<file path="src/rtl/uapq_pkg.sv">
`default_nettype none

package uapq_pkg;

    localparam int CAPACITY = 16;
    localparam int IDX_W    = $clog2(CAPACITY);
    localparam int CNT_W    = $clog2(CAPACITY + 1);
    localparam int DATA_W   = 32;
    localparam int COUNT_W  = 5;

    localparam logic [1:0] OP_INSERT  = 2'd0;
    localparam logic [1:0] OP_EXTRACT = 2'd1;
    localparam logic [1:0] OP_PEEK    = 2'd2;
    localparam logic [1:0] OP_MODIFY  = 2'd3;

    localparam logic [1:0] STATUS_OK       = 2'd0;
    localparam logic [1:0] STATUS_EMPTY    = 2'd1;
    localparam logic [1:0] STATUS_NOTFOUND = 2'd2;
    localparam logic [1:0] STATUS_FULL     = 2'd3;

    typedef struct packed {
        logic [1:0]               op;
        logic signed [DATA_W-1:0] item_value;
        logic signed [DATA_W-1:0] item_priority;
    } in_t;

    typedef struct packed {
        logic signed [DATA_W-1:0] out_value;
        logic signed [DATA_W-1:0] out_priority;
        logic [1:0]               status;
        logic [COUNT_W-1:0]       count;
    } out_t;

endpackage

`default_nettype wire

</file>
<file path="src/rtl/unsorted_array_priority_queue.sv">
`default_nettype none

// Max-priority queue of up to CAPACITY (value, priority) pairs in an unsorted
// table with one read port and one write port. Insert and any operation on an
// empty queue go straight to the completion step without a scan. Peek, and
// modify that finds no match, scan all N entries held; modify that finds a
// match stops at that entry. Extract scans all entries, then moves the last
// entry into the freed slot through S_LAST_RD and S_LAST_WR. The scan reads
// one table entry per cycle through the single read port and compares it in
// one shared signed comparator. The input is not ready while an operation is
// in progress; a finished result waits in the output register while the next
// item is accepted. Ties on priority go to the lowest slot.
module unsorted_array_priority_queue (
    input  wire             aclk,
    input  wire             aresetn,
    input  wire             s_valid,
    output logic            s_ready,
    input  wire uapq_pkg::in_t s_data,
    output logic            m_valid,
    input  wire             m_ready,
    output uapq_pkg::out_t  m_data
);

    localparam logic [2:0] S_IDLE    = 3'd0;
    localparam logic [2:0] S_SCAN    = 3'd1;
    localparam logic [2:0] S_LAST_RD = 3'd2;
    localparam logic [2:0] S_LAST_WR = 3'd3;
    localparam logic [2:0] S_DONE    = 3'd4;

    localparam int IW = uapq_pkg::IDX_W;
    localparam int CW = uapq_pkg::CNT_W;
    localparam int DW = uapq_pkg::DATA_W;
    localparam logic [CW-1:0] CAP = CW'(uapq_pkg::CAPACITY);

    // Table storage.
    logic [DW-1:0] val_mem [uapq_pkg::CAPACITY];
    logic [DW-1:0] pri_mem [uapq_pkg::CAPACITY];

    logic [2:0]           state_reg, state_next;
    logic [CW-1:0]        count_reg, count_next;
    logic [CW-1:0]        issue_reg, issue_next;
    logic                 rd_valid_reg, rd_valid_next;
    logic [IW-1:0]        rd_idx_reg, rd_idx_next;
    logic [1:0]           op_reg, op_next;
    logic [DW-1:0]        key_reg, key_next;
    logic [DW-1:0]        newpri_reg, newpri_next;
    logic                 found_reg, found_next;
    logic [IW-1:0]        best_idx_reg, best_idx_next;
    logic [DW-1:0]        best_val_reg, best_val_next;
    logic signed [DW-1:0] best_pri_reg, best_pri_next;
    logic [1:0]           status_reg, status_next;
    logic                 m_valid_reg, m_valid_next;
    uapq_pkg::out_t       m_data_reg, m_data_next;

    logic [DW-1:0]        rd_val_reg;
    logic signed [DW-1:0] rd_pri_reg;

    logic          rd_en;
    logic [IW-1:0] rd_addr;
    logic          val_we, pri_we;
    logic [IW-1:0] wr_addr;
    logic [DW-1:0] wr_val, wr_pri;

    logic          accept;
    logic          take_new;
    logic          key_match;
    logic          scan_end;
    logic [31:0]   count_wide;
    logic [CW-1:0] last_cnt;

    assign accept     = s_valid && s_ready;
    assign s_ready    = (state_reg == S_IDLE);
    assign m_valid    = m_valid_reg;
    assign m_data     = m_data_reg;
    assign count_wide = 32'(count_reg);
    assign last_cnt   = count_reg - CW'(1);

    // Shared comparator: a newly read entry beats the running best only when
    // its priority is strictly greater, so the lowest slot wins a tie.
    assign take_new  = rd_valid_reg && (!found_reg || (rd_pri_reg > best_pri_reg));
    assign key_match = rd_valid_reg && (rd_val_reg == key_reg);
    assign scan_end  = (issue_reg == count_reg) && !rd_valid_reg;

    always_ff @(posedge aclk) begin
        if (rd_en) begin
            rd_val_reg <= val_mem[rd_addr];
            rd_pri_reg <= pri_mem[rd_addr];
        end
        if (val_we) begin
            val_mem[wr_addr] <= wr_val;
        end
        if (pri_we) begin
            pri_mem[wr_addr] <= wr_pri;
        end
    end

    always_comb begin
        state_next    = state_reg;
        count_next    = count_reg;
        issue_next    = issue_reg;
        rd_valid_next = 1'b0;
        rd_idx_next   = rd_idx_reg;
        op_next       = op_reg;
        key_next      = key_reg;
        newpri_next   = newpri_reg;
        found_next    = found_reg;
        best_idx_next = best_idx_reg;
        best_val_next = best_val_reg;
        best_pri_next = best_pri_reg;
        status_next   = status_reg;
        m_valid_next  = m_valid_reg;
        m_data_next   = m_data_reg;

        rd_en   = 1'b0;
        rd_addr = issue_reg[IW-1:0];
        val_we  = 1'b0;
        pri_we  = 1'b0;
        wr_addr = count_reg[IW-1:0];
        wr_val  = s_data.item_value;
        wr_pri  = s_data.item_priority;

        if (m_valid_reg && m_ready) begin
            m_valid_next = 1'b0;
        end

        case (state_reg)
            S_IDLE: begin
                if (accept) begin
                    op_next     = s_data.op;
                    key_next    = s_data.item_value;
                    newpri_next = s_data.item_priority;
                    issue_next  = '0;
                    found_next  = 1'b0;
                    status_next = uapq_pkg::STATUS_OK;
                    state_next  = S_DONE;
                    if (s_data.op == uapq_pkg::OP_INSERT) begin
                        if (count_reg == CAP) begin
                            status_next = uapq_pkg::STATUS_FULL;
                        end else begin
                            val_we     = 1'b1;
                            pri_we     = 1'b1;
                            count_next = count_reg + CW'(1);
                        end
                    end else if (count_reg == '0) begin
                        status_next = uapq_pkg::STATUS_EMPTY;
                    end else begin
                        state_next = S_SCAN;
                    end
                end
            end
            S_SCAN: begin
                if (issue_reg != count_reg) begin
                    rd_en         = 1'b1;
                    rd_valid_next = 1'b1;
                    rd_idx_next   = issue_reg[IW-1:0];
                    issue_next    = issue_reg + CW'(1);
                end
                if (op_reg == uapq_pkg::OP_MODIFY) begin
                    if (key_match) begin
                        pri_we      = 1'b1;
                        wr_addr     = rd_idx_reg;
                        wr_pri      = newpri_reg;
                        status_next = uapq_pkg::STATUS_OK;
                        state_next  = S_DONE;
                    end else if (scan_end) begin
                        status_next = uapq_pkg::STATUS_NOTFOUND;
                        state_next  = S_DONE;
                    end
                end else begin
                    if (take_new) begin
                        found_next    = 1'b1;
                        best_idx_next = rd_idx_reg;
                        best_val_next = rd_val_reg;
                        best_pri_next = rd_pri_reg;
                    end
                    if (scan_end) begin
                        status_next = uapq_pkg::STATUS_OK;
                        state_next  = (op_reg == uapq_pkg::OP_EXTRACT) ? S_LAST_RD : S_DONE;
                    end
                end
            end
            S_LAST_RD: begin
                rd_en      = 1'b1;
                rd_addr    = last_cnt[IW-1:0];
                state_next = S_LAST_WR;
            end
            S_LAST_WR: begin
                // The last entry fills the extracted slot; when it is the same
                // slot the write is harmless since the count drops past it.
                val_we     = 1'b1;
                pri_we     = 1'b1;
                wr_addr    = best_idx_reg;
                wr_val     = rd_val_reg;
                wr_pri     = rd_pri_reg;
                count_next = last_cnt;
                state_next = S_DONE;
            end
            S_DONE: begin
                if (!m_valid_reg || m_ready) begin
                    m_valid_next        = 1'b1;
                    m_data_next.status  = status_reg;
                    m_data_next.count   = count_wide[uapq_pkg::COUNT_W-1:0];
                    m_data_next.out_value    = '0;
                    m_data_next.out_priority = '0;
                    if (status_reg == uapq_pkg::STATUS_OK &&
                        (op_reg inside {uapq_pkg::OP_EXTRACT, uapq_pkg::OP_PEEK})) begin
                        m_data_next.out_value    = best_val_reg;
                        m_data_next.out_priority = best_pri_reg;
                    end
                    state_next = S_IDLE;
                end
            end
            default: begin
                state_next = S_IDLE;
            end
        endcase
    end

    always_ff @(posedge aclk) begin
        if (!aresetn) begin
            state_reg    <= S_IDLE;
            count_reg    <= '0;
            issue_reg    <= '0;
            rd_valid_reg <= 1'b0;
            found_reg    <= 1'b0;
            m_valid_reg  <= 1'b0;
        end else begin
            state_reg    <= state_next;
            count_reg    <= count_next;
            issue_reg    <= issue_next;
            rd_valid_reg <= rd_valid_next;
            found_reg    <= found_next;
            m_valid_reg  <= m_valid_next;
        end
    end

    always_ff @(posedge aclk) begin
        rd_idx_reg   <= rd_idx_next;
        op_reg       <= op_next;
        key_reg      <= key_next;
        newpri_reg   <= newpri_next;
        best_idx_reg <= best_idx_next;
        best_val_reg <= best_val_next;
        best_pri_reg <= best_pri_next;
        status_reg   <= status_next;
        m_data_reg   <= m_data_next;
    end

    a_count_range: assert property (@(posedge aclk) disable iff (!aresetn)
        count_reg <= CAP)
        else $error("entry count exceeds capacity");

    a_scan_bound: assert property (@(posedge aclk) disable iff (!aresetn)
        (state_reg == S_SCAN) |-> (issue_reg <= count_reg))
        else $error("scan ran past the held entries");

    a_extract_shrinks: assert property (@(posedge aclk) disable iff (!aresetn)
        (state_reg == S_LAST_WR) |=> (count_reg == $past(count_reg) - CW'(1)))
        else $error("extract did not remove exactly one entry");

    a_result_from_done: assert property (@(posedge aclk) disable iff (!aresetn)
        $rose(m_valid_reg) |-> ($past(state_reg) == S_DONE))
        else $error("result presented outside the completion step");

    a_scan_nonempty: assert property (@(posedge aclk) disable iff (!aresetn)
        (state_reg == S_LAST_RD) |-> (found_reg && count_reg != '0))
        else $error("extract move started without a selected entry");

endmodule

`default_nettype wire
</file>
<file path="config.mk">
export PLATFORM = sky130hd
export DESIGN_NAME = unsorted_array_priority_queue
export DESIGN_NICKNAME = d
export VERILOG_FILES = /design/src/rtl/uapq_pkg.sv /design/src/rtl/unsorted_array_priority_queue.sv
export SDC_FILE = /design/constraint.sdc
export NUM_CORES = 2
export LEC_CHECK = 0
export ABC_CLOCK_PERIOD_IN_PS = 6700
export BUFFER_PORTS_ARGS = -buffer_cell sky130_fd_sc_hd__clkbuf_2
export CAP_MARGIN = 40
export CORE_MARGIN = 1
export CORE_UTILIZATION = 55
export CTS_CLUSTER_DIAMETER = 80
export CTS_CLUSTER_SIZE = 30
export DETAILED_ROUTE_END_ITERATION = 16
export PLACE_DENSITY_LB_ADDON = 0.25
export SLEW_MARGIN = 30
export SYNTH_ARGS = -nofsm -noshare
export SYNTH_HDL_FRONTEND = slang
export SYNTH_SLANG_ARGS = --single-unit
</file>
<file path="constraint.sdc">
create_clock -name aclk -period 6.7 [get_ports aclk]
set_clock_uncertainty 0.05 [all_clocks]
set_input_delay 1.34 -clock aclk [delete_from_list [all_inputs] [get_ports aclk]]
set_output_delay 1.34 -clock aclk [all_outputs]
set_load 0.05 [all_outputs]
</file>
==> results.cfg <==
[global_routing]
grt_antenna_before_repair = 1
overflow = 0
grt_pass1_vias = 25440
grt_pass1_wl_mm = 170.6
grt_max_degree = 103
grt_use_total_pct = 24.81

[sta]
rsz0062_at_grt = false
finalCritPeriodShare_pct = 74.73
fin_crit_ns = 5.007
tightest_slew_ns = 0.8644
hold_violations = 0
worst_hold_slack_ns = 0.4404
finalSetupViolations = 0
fin_tns_setup_ns = 0
maxSlewViolCount = 0
relSlewSlack_pct = 42.37
max_freq_mhz = 199.7

[worst_setup_path]
cp-startpoint = rd_val_reg[7]$_DFFE_PP_
r2r_slack_ns = 1.69
cp_max_fo = 39
cp_slowest_cell = or4_4
crit_type = reg -> reg
critPathRequiredTime_ns = 6.99
cp-end-kind = register
crit_path_max_incr_delay_ns = 0.92
cp-start-kind = register
crit_chain = xor2_1 -> nor4_1 -> nand3_1 -> or4_4 -> mux2i_1 -> or3_1 -> nor2_4 -> buf_4
arrival_ns = 5.30
reg2reg_from = rd_val_reg[7]$_DFFE_PP_

[finish]
area_delta_synth_final_pct = 8.925
drive_above_1_share_pct = 22.71
antenna_cells = 0
final_util_pct = 60.81
nets = 2836

[detailed_routing]
first_pass_iters = 6
vias = 25340
drtIter0Drc = 3307
wire_per_inst_um = 29.06
vias_per_cell = 6.336
drc_errors = 0
ant_nets = 0
wirelength_mm = 116.2

[die]
core_sq_um = 92080
die_h_um = 307.7
dieArea_sq_um = 94690
die_x_um = 307.7
initial_core_util_pct = 55.83
fp-row-count = 111
ios = 143

[clock_network]
clock-root-buffer = clkbuf_16
cts_tree = yes
ctsHoldBuffers = 0
postCtsResizedCells = 0
h-tree-depth = 2
post_cts_buffers = 0
cts_buffer_depth = 3
path_clk_slew_ns = 0.12
clkSinkCount = 1315
clk_latency_ns = 0.67
cts_buffers = 52

[power_and_ir_drop]
power_density_nw_per_um2 = 245.6
power_leakage_nw = 18.29
irDropWorstVdd_mv = 0.2161

[synth]
yosysMostFrequentCell = edfxtp_1
synth_commonest_cells = edfxtp_1 (1299), mux4_2 (256), nand2_1 (109)
async_reset_ff_share_pct = 0
synth-edff-count = 1299
ys.flop_type = edfxtp_1
ys.warnings.count = 0
syn_inst = 2569
ys_top_cells_by_area = edfxtp_1 (76%), mux4_2 (11%), mux2i_1 (1.3%), a22oi_1 (0.95%), ha_1 (0.95%)
synth-seq-area-share_pct = 76.50
ys_ff_latch = 1315
synth_nets = 2678
avgSynthCellArea_sq_um = 20.01
synth_area_sq_um = 51410
yosysTopAreaCell = edfxtp_1
synth.distinct_cells = 57
yosysTopAreaCellShare_pct = 75.88

[flow_run]
cap_violations = 0

[outcome]
status = finished clean

[placement]
port_buffers = 142
gp_congestion = 0.8641
place.detailed.hpwl_mm = 66.65

[worst_hold_path]
hold_path.startpoint = rd_idx_reg[2]$_DFFE_PP_
hp-class = reg -> reg
[metal layers]
metal | up-vias | track usage, % | share of wire (%)
met2 | 1194 | 39.09 | 48
met3 | 130 | 4.287 | 8.8
met5 | - | 0 | 0
met4 | 0 | 5.021 | 1.9
met1 | 13330 | 36.98 | 42
li1 | 10680 | - | -
[cell usage in the layout (no fill, tap or decap), types with 5 or more instances in the layout]
cell       instances
a21o_1            13
a22oi_1           65
xor2_1            27
edfxtp_1        1299
a31oi_1            5
buf_12            13
o21ai_2            9
clkbuf_1          16
or3_1              5
nand4_1           11
clkbuf_2         144
clkbuf_16         53
o21ai_0           25
o21ai_1            7
nand3_1            7
nor2_4            13
inv_1             42
nor3_2             7
mux4_2           256
buf_4             70
nand3b_1           6
and2_1            70
nand2b_1           9
a21oi_1           75
nor3_1             8
o41ai_1            5
nor4_1             6
mux2i_1           66
nor2b_1           77
o21a_1             7
ha_1              39
buf_16             7
nand2_1          108
dfxtp_1           15
xnor2_1           11
nor3_4            14
nor2_1            17
a211oi_1          64
[through the flow]
step / cell area [sq um] / cells / power, W / worst slack (ns)
after global routing: 56000 / 3999 / 0.01409 / 1.544
after floorplan: 51410 / 2569 / 0.009709 / 0.3173
after detailed placement: 54290 / 3905 / 0.009947 / 1.632
after CTS: 55850 / 3988 / 0.01380 / 1.606
final: 56000 / 3999 / 0.01375 / 1.693
after global placement: 54060 / 3894 / 0.009914 / 1.495
[worst paths after layout]
| kind | depth (start not counted) | end |
|---|---|---|
| worst max-delay path | 8 | val_mem[0][21]$_DFFE_PP_ |
| worst min-delay path | 0 | best_idx_reg[2]$_DFFE_PP_ |
| worst max register to register | 8 | val_mem[0][21]$_DFFE_PP_ |
| worst min register to register | 0 | best_idx_reg[2]$_DFFE_PP_ |
[final cells by class]
type                       count  area, sq um
sequential                  1315        39330
multi-input combinational   1074        11630
fill                        6390        36080
timing repair buffer         241         1758
clock inverter                14        172.7
inverter                      43        162.7
clock buffer                  69         1386
tap                         1243         1555
[power breakdown]
| group | internal (W) | total, W | switching (W) |
|---|---|---|---|
| sequential | 0.00914 | 0.00917 | 0.0000346 |
| clock | 0.00158 | 0.00398 | 0.00240 |
| combinational | 0.000144 | 0.000596 | 0.000452 |
[critical path: cells and delay by family, from the launching register on]
family | cells | cell delay [ns]
buffers and inverters | 1 | 0.43
DFF | 1 | 0.45
xor gates and xnor gates | 1 | 0.17
and+or+nand+nor | 5 | 3.29
muxes | 1 | 0.27
[cell families after synthesis]
kind of cell	after synthesis	share of synthesized area (%)
AO/OA/AOI/OAI	298	3.850
XOR/XNOR	38	0.6474
adder cells (fa/ha/maj)	39	0.9492
buffers and inverters	180	1.507
flip-flops	1315	76.50
multiplexers	322	12.50
AND/OR/NAND/NOR	377	4.043
No activity file was read; power rests on OpenSTA's default activity.
